File: src/rtl/core/hpst_pkg.sv
// shared types and constants for the heartbeat peer session table
// no dependencies
`timescale 1ns / 1ps

package hpst_pkg;

  localparam int TABLE_DEPTH = 16;
  localparam int IDX_W       = $clog2(TABLE_DEPTH);
  localparam int CNT_W       = $clog2(TABLE_DEPTH + 1);
  localparam int MAX_RESULTS = 16;
  localparam int NRES_W      = $clog2(MAX_RESULTS + 1);

  // distance unit sizing
  localparam int SUM_W       = 34;
  localparam int SQRT_STEPS  = 17;
  localparam int PHASE_W     = 5;

  localparam logic [1:0] REQ_HEARTBEAT = 2'd0;
  localparam logic [1:0] REQ_DATA      = 2'd1;
  localparam logic [1:0] REQ_SWEEP     = 2'd2;
  localparam logic [1:0] REQ_SEND      = 2'd3;

  localparam logic [2:0] KIND_ACK      = 3'd0;
  localparam logic [2:0] KIND_DETECTED = 3'd1;
  localparam logic [2:0] KIND_DELIVER  = 3'd2;
  localparam logic [2:0] KIND_LOST     = 3'd3;
  localparam logic [2:0] KIND_SEND     = 3'd4;
  localparam logic [2:0] KIND_FULL     = 3'd5;

  localparam logic [2:0] REG_STATION_X = 3'd0;
  localparam logic [2:0] REG_STATION_Y = 3'd1;
  localparam logic [2:0] REG_STATION_Z = 3'd2;
  localparam logic [2:0] REG_STALE     = 3'd3;
  localparam logic [2:0] REG_WEAKEST   = 3'd4;

  typedef struct packed {
    logic [63:0] ident;
    logic [31:0] id;
    logic [47:0] addr;
    logic [31:0] seen;
  } entry_t;

  localparam int ENTRY_W = $bits(entry_t);

  typedef struct packed {
    logic [2:0]         kind;
    logic [31:0]        id;
    logic [47:0]        addr;
    logic signed [17:0] level;
  } result_t;

  typedef enum logic [2:0] {
    ST_IDLE,
    ST_DIST,
    ST_SCAN,
    ST_POST,
    ST_ACK,
    ST_FIN
  } state_t;

endpackage

File: src/rtl/core/hpst_dist.sv
// distance to level unit: squares over a shared multiplier, then bitwise isqrt
// depends on hpst_pkg
`timescale 1ns / 1ps

module hpst_dist (
  input  logic               clk,
  input  logic               rst_n,
  input  logic               go,
  input  logic signed [15:0] station_x,
  input  logic signed [15:0] station_y,
  input  logic signed [15:0] station_z,
  input  logic signed [15:0] peer_x,
  input  logic signed [15:0] peer_y,
  input  logic signed [15:0] peer_z,
  output logic               done,
  output logic signed [17:0] level
);
  import hpst_pkg::*;

  logic               run_r;
  logic               done_r;
  logic [PHASE_W-1:0] phase_r;
  logic signed [16:0] dx_r, dy_r, dz_r;
  logic [32:0]        prod_r;
  logic [SUM_W-1:0]   sum_r;
  logic [SUM_W-1:0]   rem_r, res_r, bit_r;

  logic signed [16:0] op;
  logic signed [33:0] sq;
  logic [SUM_W:0]     trial;
  logic [16:0]        root;

  always_comb begin
    case (phase_r)
      PHASE_W'(0): op = dx_r;
      PHASE_W'(1): op = dy_r;
      default:     op = dz_r;
    endcase
  end

  assign sq    = op * op;
  assign trial = {1'b0, res_r} + {1'b0, bit_r};
  assign root  = res_r[16:0];
  assign level = (root == 17'd0) ? -18'sd1 : -$signed({1'b0, root});
  assign done  = done_r;

  always_ff @(posedge clk) begin
    if (!rst_n) begin
      run_r   <= 1'b0;
      done_r  <= 1'b0;
      phase_r <= '0;
    end else begin
      done_r <= !go && run_r && (phase_r == PHASE_W'(3 + SQRT_STEPS));
      if (go) begin
        run_r   <= 1'b1;
        phase_r <= '0;
        dx_r    <= 17'(station_x) - 17'(peer_x);
        dy_r    <= 17'(station_y) - 17'(peer_y);
        dz_r    <= 17'(station_z) - 17'(peer_z);
      end else if (run_r) begin
        phase_r <= phase_r + 1'b1;
        if (phase_r < PHASE_W'(3)) begin
          prod_r <= sq[32:0];
        end
        if (phase_r == PHASE_W'(1)) begin
          sum_r <= SUM_W'(prod_r);
        end else if (phase_r == PHASE_W'(2)) begin
          sum_r <= sum_r + SUM_W'(prod_r);
        end else if (phase_r == PHASE_W'(3)) begin
          rem_r <= sum_r + SUM_W'(prod_r);
          res_r <= '0;
          bit_r <= SUM_W'(1) << 32;
        end else if (phase_r > PHASE_W'(3)) begin
          // one restoring root step per cycle
          if ({1'b0, rem_r} >= trial) begin
            rem_r <= rem_r - trial[SUM_W-1:0];
            res_r <= (res_r >> 1) + bit_r;
          end else begin
            res_r <= res_r >> 1;
          end
          bit_r <= bit_r >> 2;
          if (phase_r == PHASE_W'(3 + SQRT_STEPS)) begin
            run_r <= 1'b0;
          end
        end
      end
    end
  end

endmodule

File: config.mk
export PLATFORM = sky130hd
export DESIGN_NAME = hpst_dist
export DESIGN_NICKNAME = d
export VERILOG_FILES = /design/src/rtl/core/hpst_pkg.sv /design/src/rtl/core/hpst_dist.sv
export SDC_FILE = /design/constraint.sdc
export NUM_CORES = 1
export LEC_CHECK = 0
export BUFFER_PORTS_ARGS = -buffer_cell sky130_fd_sc_hd__buf_4
export CORE_UTILIZATION = 59
export CTS_BUF_LIST = sky130_fd_sc_hd__clkbuf_4
export CTS_CLUSTER_SIZE = 30
export DETAILED_ROUTE_END_ITERATION = 10
export PLACE_DENSITY = 0.78
export SLEW_MARGIN = 20
export SYNTH_ARGS = -nofsm -noshare
export SYNTH_HDL_FRONTEND = slang
export SYNTH_SLANG_ARGS = --single-unit
File: constraint.sdc
create_clock -name clk -period 14.18 [get_ports clk]
set_clock_uncertainty 0.05 [all_clocks]
set_input_delay 1.418 -clock clk [delete_from_list [all_inputs] [get_ports clk]]
set_output_delay 1.418 -clock clk [all_outputs]
set_load 0.02 [all_outputs]
==> results.md <==
- Number of flops mapped to enable cells by yosys: 202
- Simple-gate share of the synthesized area: 13.18%
- Final period util: 62.82%
- Gates resized, CTS repair: 0
- Chip Width: 208.7 um
- Largest family of logic cells by synthesized area: adder cells
- Rel. slew slack: 48.21%
- Fin. Hold Viols: 0
- Post-Syn Instances: 2,705
- Vias in the first global route: 20.26k
- Synth Area in Compound Gates: 14.24%
- Dpl cells: 3,294
- TritonCTS Buffers: 58
- TritonRoute pass-1 iters: 6
- GRT overflow: 0
- Initial antenna violation count: 4
- Share of synthesized area spent on multiplexers: 0.3573%
- Synthesis Warnings: 0
- Worst-Margin Slew: 776.9 ps
- Core Region: 0.04204 sq mm
- Seq/Total Area, Yosys: 24.62%
- WP data required: 14,810 ps
- Initial DRC Count: 1,115
- Placed wire-length estimate: 45,920 um
- Area share of xor/xnor cells in the synthesized design: 6.948%
- Global-route wire length before repair: 95,230 um
- CP max-delay cell: nor2_2
- H-Tree Depth: 2
- Final ANT Viol Nets: 0
- Post-DP Area: 0.02654 sq mm
- CP Capture Type: flop
- Hold Path Class: reg2reg
- Vias: 19.38k
- Worst path max stage delay: 550 ps
- R2r endpoint: prod_r[24]
- Drt total wl: 56,710 um
- Synthesized Nets: 3,308
- Unique masters post-synth: 87
- Slew Viols, Final: 0
- Async S/R FF share, synth: 0%
- Post-CTS setup buffer count: 0
- Initial Utilization: 59.97%
- F_max: 0.1123 GHz
- Drt drc: 0
- Worst Path Arrival: 9540 ps
- Hold WS: 471.3 ps
- TNS Setup: 0 ps
- Largest net degree at the start of global routing: 78
- Status: completed
- Port bufs: 117
- Final Non-Filler Cells: 3,402
- Mean routed wirelength per cell: 16.67 um
- TritonCTS Sinks: 209
- # IOs: 118
- Layout Nets: 3,419
- Vert. Die Dim: 208.7 um
- Clock-pin slew on the worst setup and hold paths: 70 ps
- WS Path Type: reg2reg
- Reg2Reg Depth: 31
- CP Launch Point: phase_r[1]
- Clk root buf: clkbuf_4
- CTS max path bufs: 3
- RSZ-0062 raised after global routing: false
- Clk_lat worst skew: 820 ps
- MaxCap Viol Count: 0
- R2R setup slack: 5270 ps
- CP Capture Point: prod_r[24]
- Final setup violation count: 0
- Crit path time final: 8908 ps
- FP Rows: 75
- Fraction of layout cells with a size suffix above 1: 9.402%
- Seq cells post-synth: 209
- Synth Area in Adders: 32.90%
- Syn_area_per_cell: 9.320 sq um
- Crit start category: flop
- Gpl congestion: 0.9407
- Area Overhead vs Synth: 8.447%
- Fin area: 0.02734 sq mm
- Area of the die: 0.04356 sq mm
- Top FF cell, synth: edfxtp_1
- CTS tree: done
- Cell Area, Synth: 0.02521 sq mm
- Crit-path max FO: 77
- RR Startpoint: phase_r[1]
- Crit-path most repeated cell: inv_1
- Hold buffers post-CTS: 0
- DR vias/cell: 5.698
- Total Routing Usage GR: 26.73%
-- worst min-delay path by stage --
stage | start | end | cells after the start
3_5_place_dp | prod_r[0] | sum_r[0] | 2
3_3_place_gp | prod_r[19] | sum_r[19] | 2
5_1_grt | prod_r[15] | sum_r[15] | 2
2_1_floorplan | prod_r[0] | sum_r[0] | 2
6_report | prod_r[15] | sum_r[15] | 2
4_1_cts | prod_r[15] | sum_r[15] | 2
-- final cells by class --
type | instances | area, sq um
antenna | 2 | 5.005
clock buffer | 86 | 645.6
clock inverter | 19 | 117.6
sequential | 209 | 6206
multi-input combinational | 1988 | 17090
timing repair buffer | 130 | 996.0
tap | 539 | 674.4
fill | 3448 | 14700
inverter | 429 | 1610
-- synthesized netlist by cell type (all sizes together), types with 33 or more instances --
library cell  instances  area [sq um]
a21o                 55         412.9
nor2                223         839.6
clkbuf               48         190.2
inv                 423          1588
nand3                36         180.2
edfxtp              202          6066
ha                  239          2990
xor2                 84         735.7
o21ai               108         548.0
a21oi               124         624.4
xnor2               116          1016
nand2               282          1061
nor3                 33         170.2
and2                 36         225.2
fa                  265          5305
a31oi                43         290.3
-- worst max-delay path, delay by kind of cell, from the launching register on --
family                     cells  cell delay (ps)
DFF                            1              470
and+or+nand+nor                8             2300
buffers and inverters          9             1230
adders and majority gates      8             3570
AOI/OAI and AO/OA              6             1190
-- metrics by stage --
step / utilization (%) / worst slack, ps
floorplan: - / 6617
global placement: 63.14 / 5520
detailed placement: 63.14 / 5268
CTS: 64.96 / 5314
global route: 65.04 / 4863
finish: 65.04 / 5272
-- cells by family (layout without fill, tap and decap cells) --
group / after synthesis / in the layout
AND/OR/NAND/NOR: 739 / 739
other: 0 / 2
adder cells (fa/ha/maj): 504 / 504
flip-flops: 209 / 209
AO/OA/AOI/OAI: 536 / 536
buffers and inverters: 508 / 664
multiplexers: 9 / 9
XOR/XNOR: 200 / 200
-- cells in the final DEF, fill, tap and decap left out, types with 10 or more instances in the layout --
master / instances
a21o_1: 55
o211ai_1: 18
clkbuf_4: 86
a22oi_1: 19
inv_1: 422
buf_4: 129
a211oi_1: 22
or3_1: 15
nand3_1: 36
nor3_1: 32
nand2_1: 280
o21a_1: 26
o21ai_0: 95
nor2b_1: 24
nor2_1: 221
and3_1: 14
and2_1: 34
ha_1: 239
o21ai_1: 11
xnor2_1: 116
nand2b_1: 21
fa_1: 265
clkinv_1: 16
a21oi_1: 121
o21bai_1: 20
a31oi_1: 41
o31ai_1: 11
a21boi_0: 10
nand4_1: 20
xor2_1: 84
edfxtp_1: 202
-- sequential cells by signal, indices dropped and copies added (netlist names) --
| register | count |
|---|---|
| rem_r | 34 |
| res_r | 34 |
| sum_r | 34 |
| prod_r | 32 |
| bit_r | 17 |
| dx_r | 17 |
| dy_r | 17 |
| dz_r | 17 |
| phase_r | 5 |
| done | 1 |
| run_r | 1 |
-- per-layer routing --
metal / routed length [um] / GRT usage (%) / part of all wire [%]
met1: 23640 / 31.42 / 42
met2: 28550 / 48.89 / 50
met3: 2556 / 3.983 / 4.5
met4: 1965 / 10.42 / 3.5
met5: 0 / 0 / 0
Power is left out: the tool's default activity adds up to more than one toggle a clock period on the data nets, which glitch-free logic cannot reach.
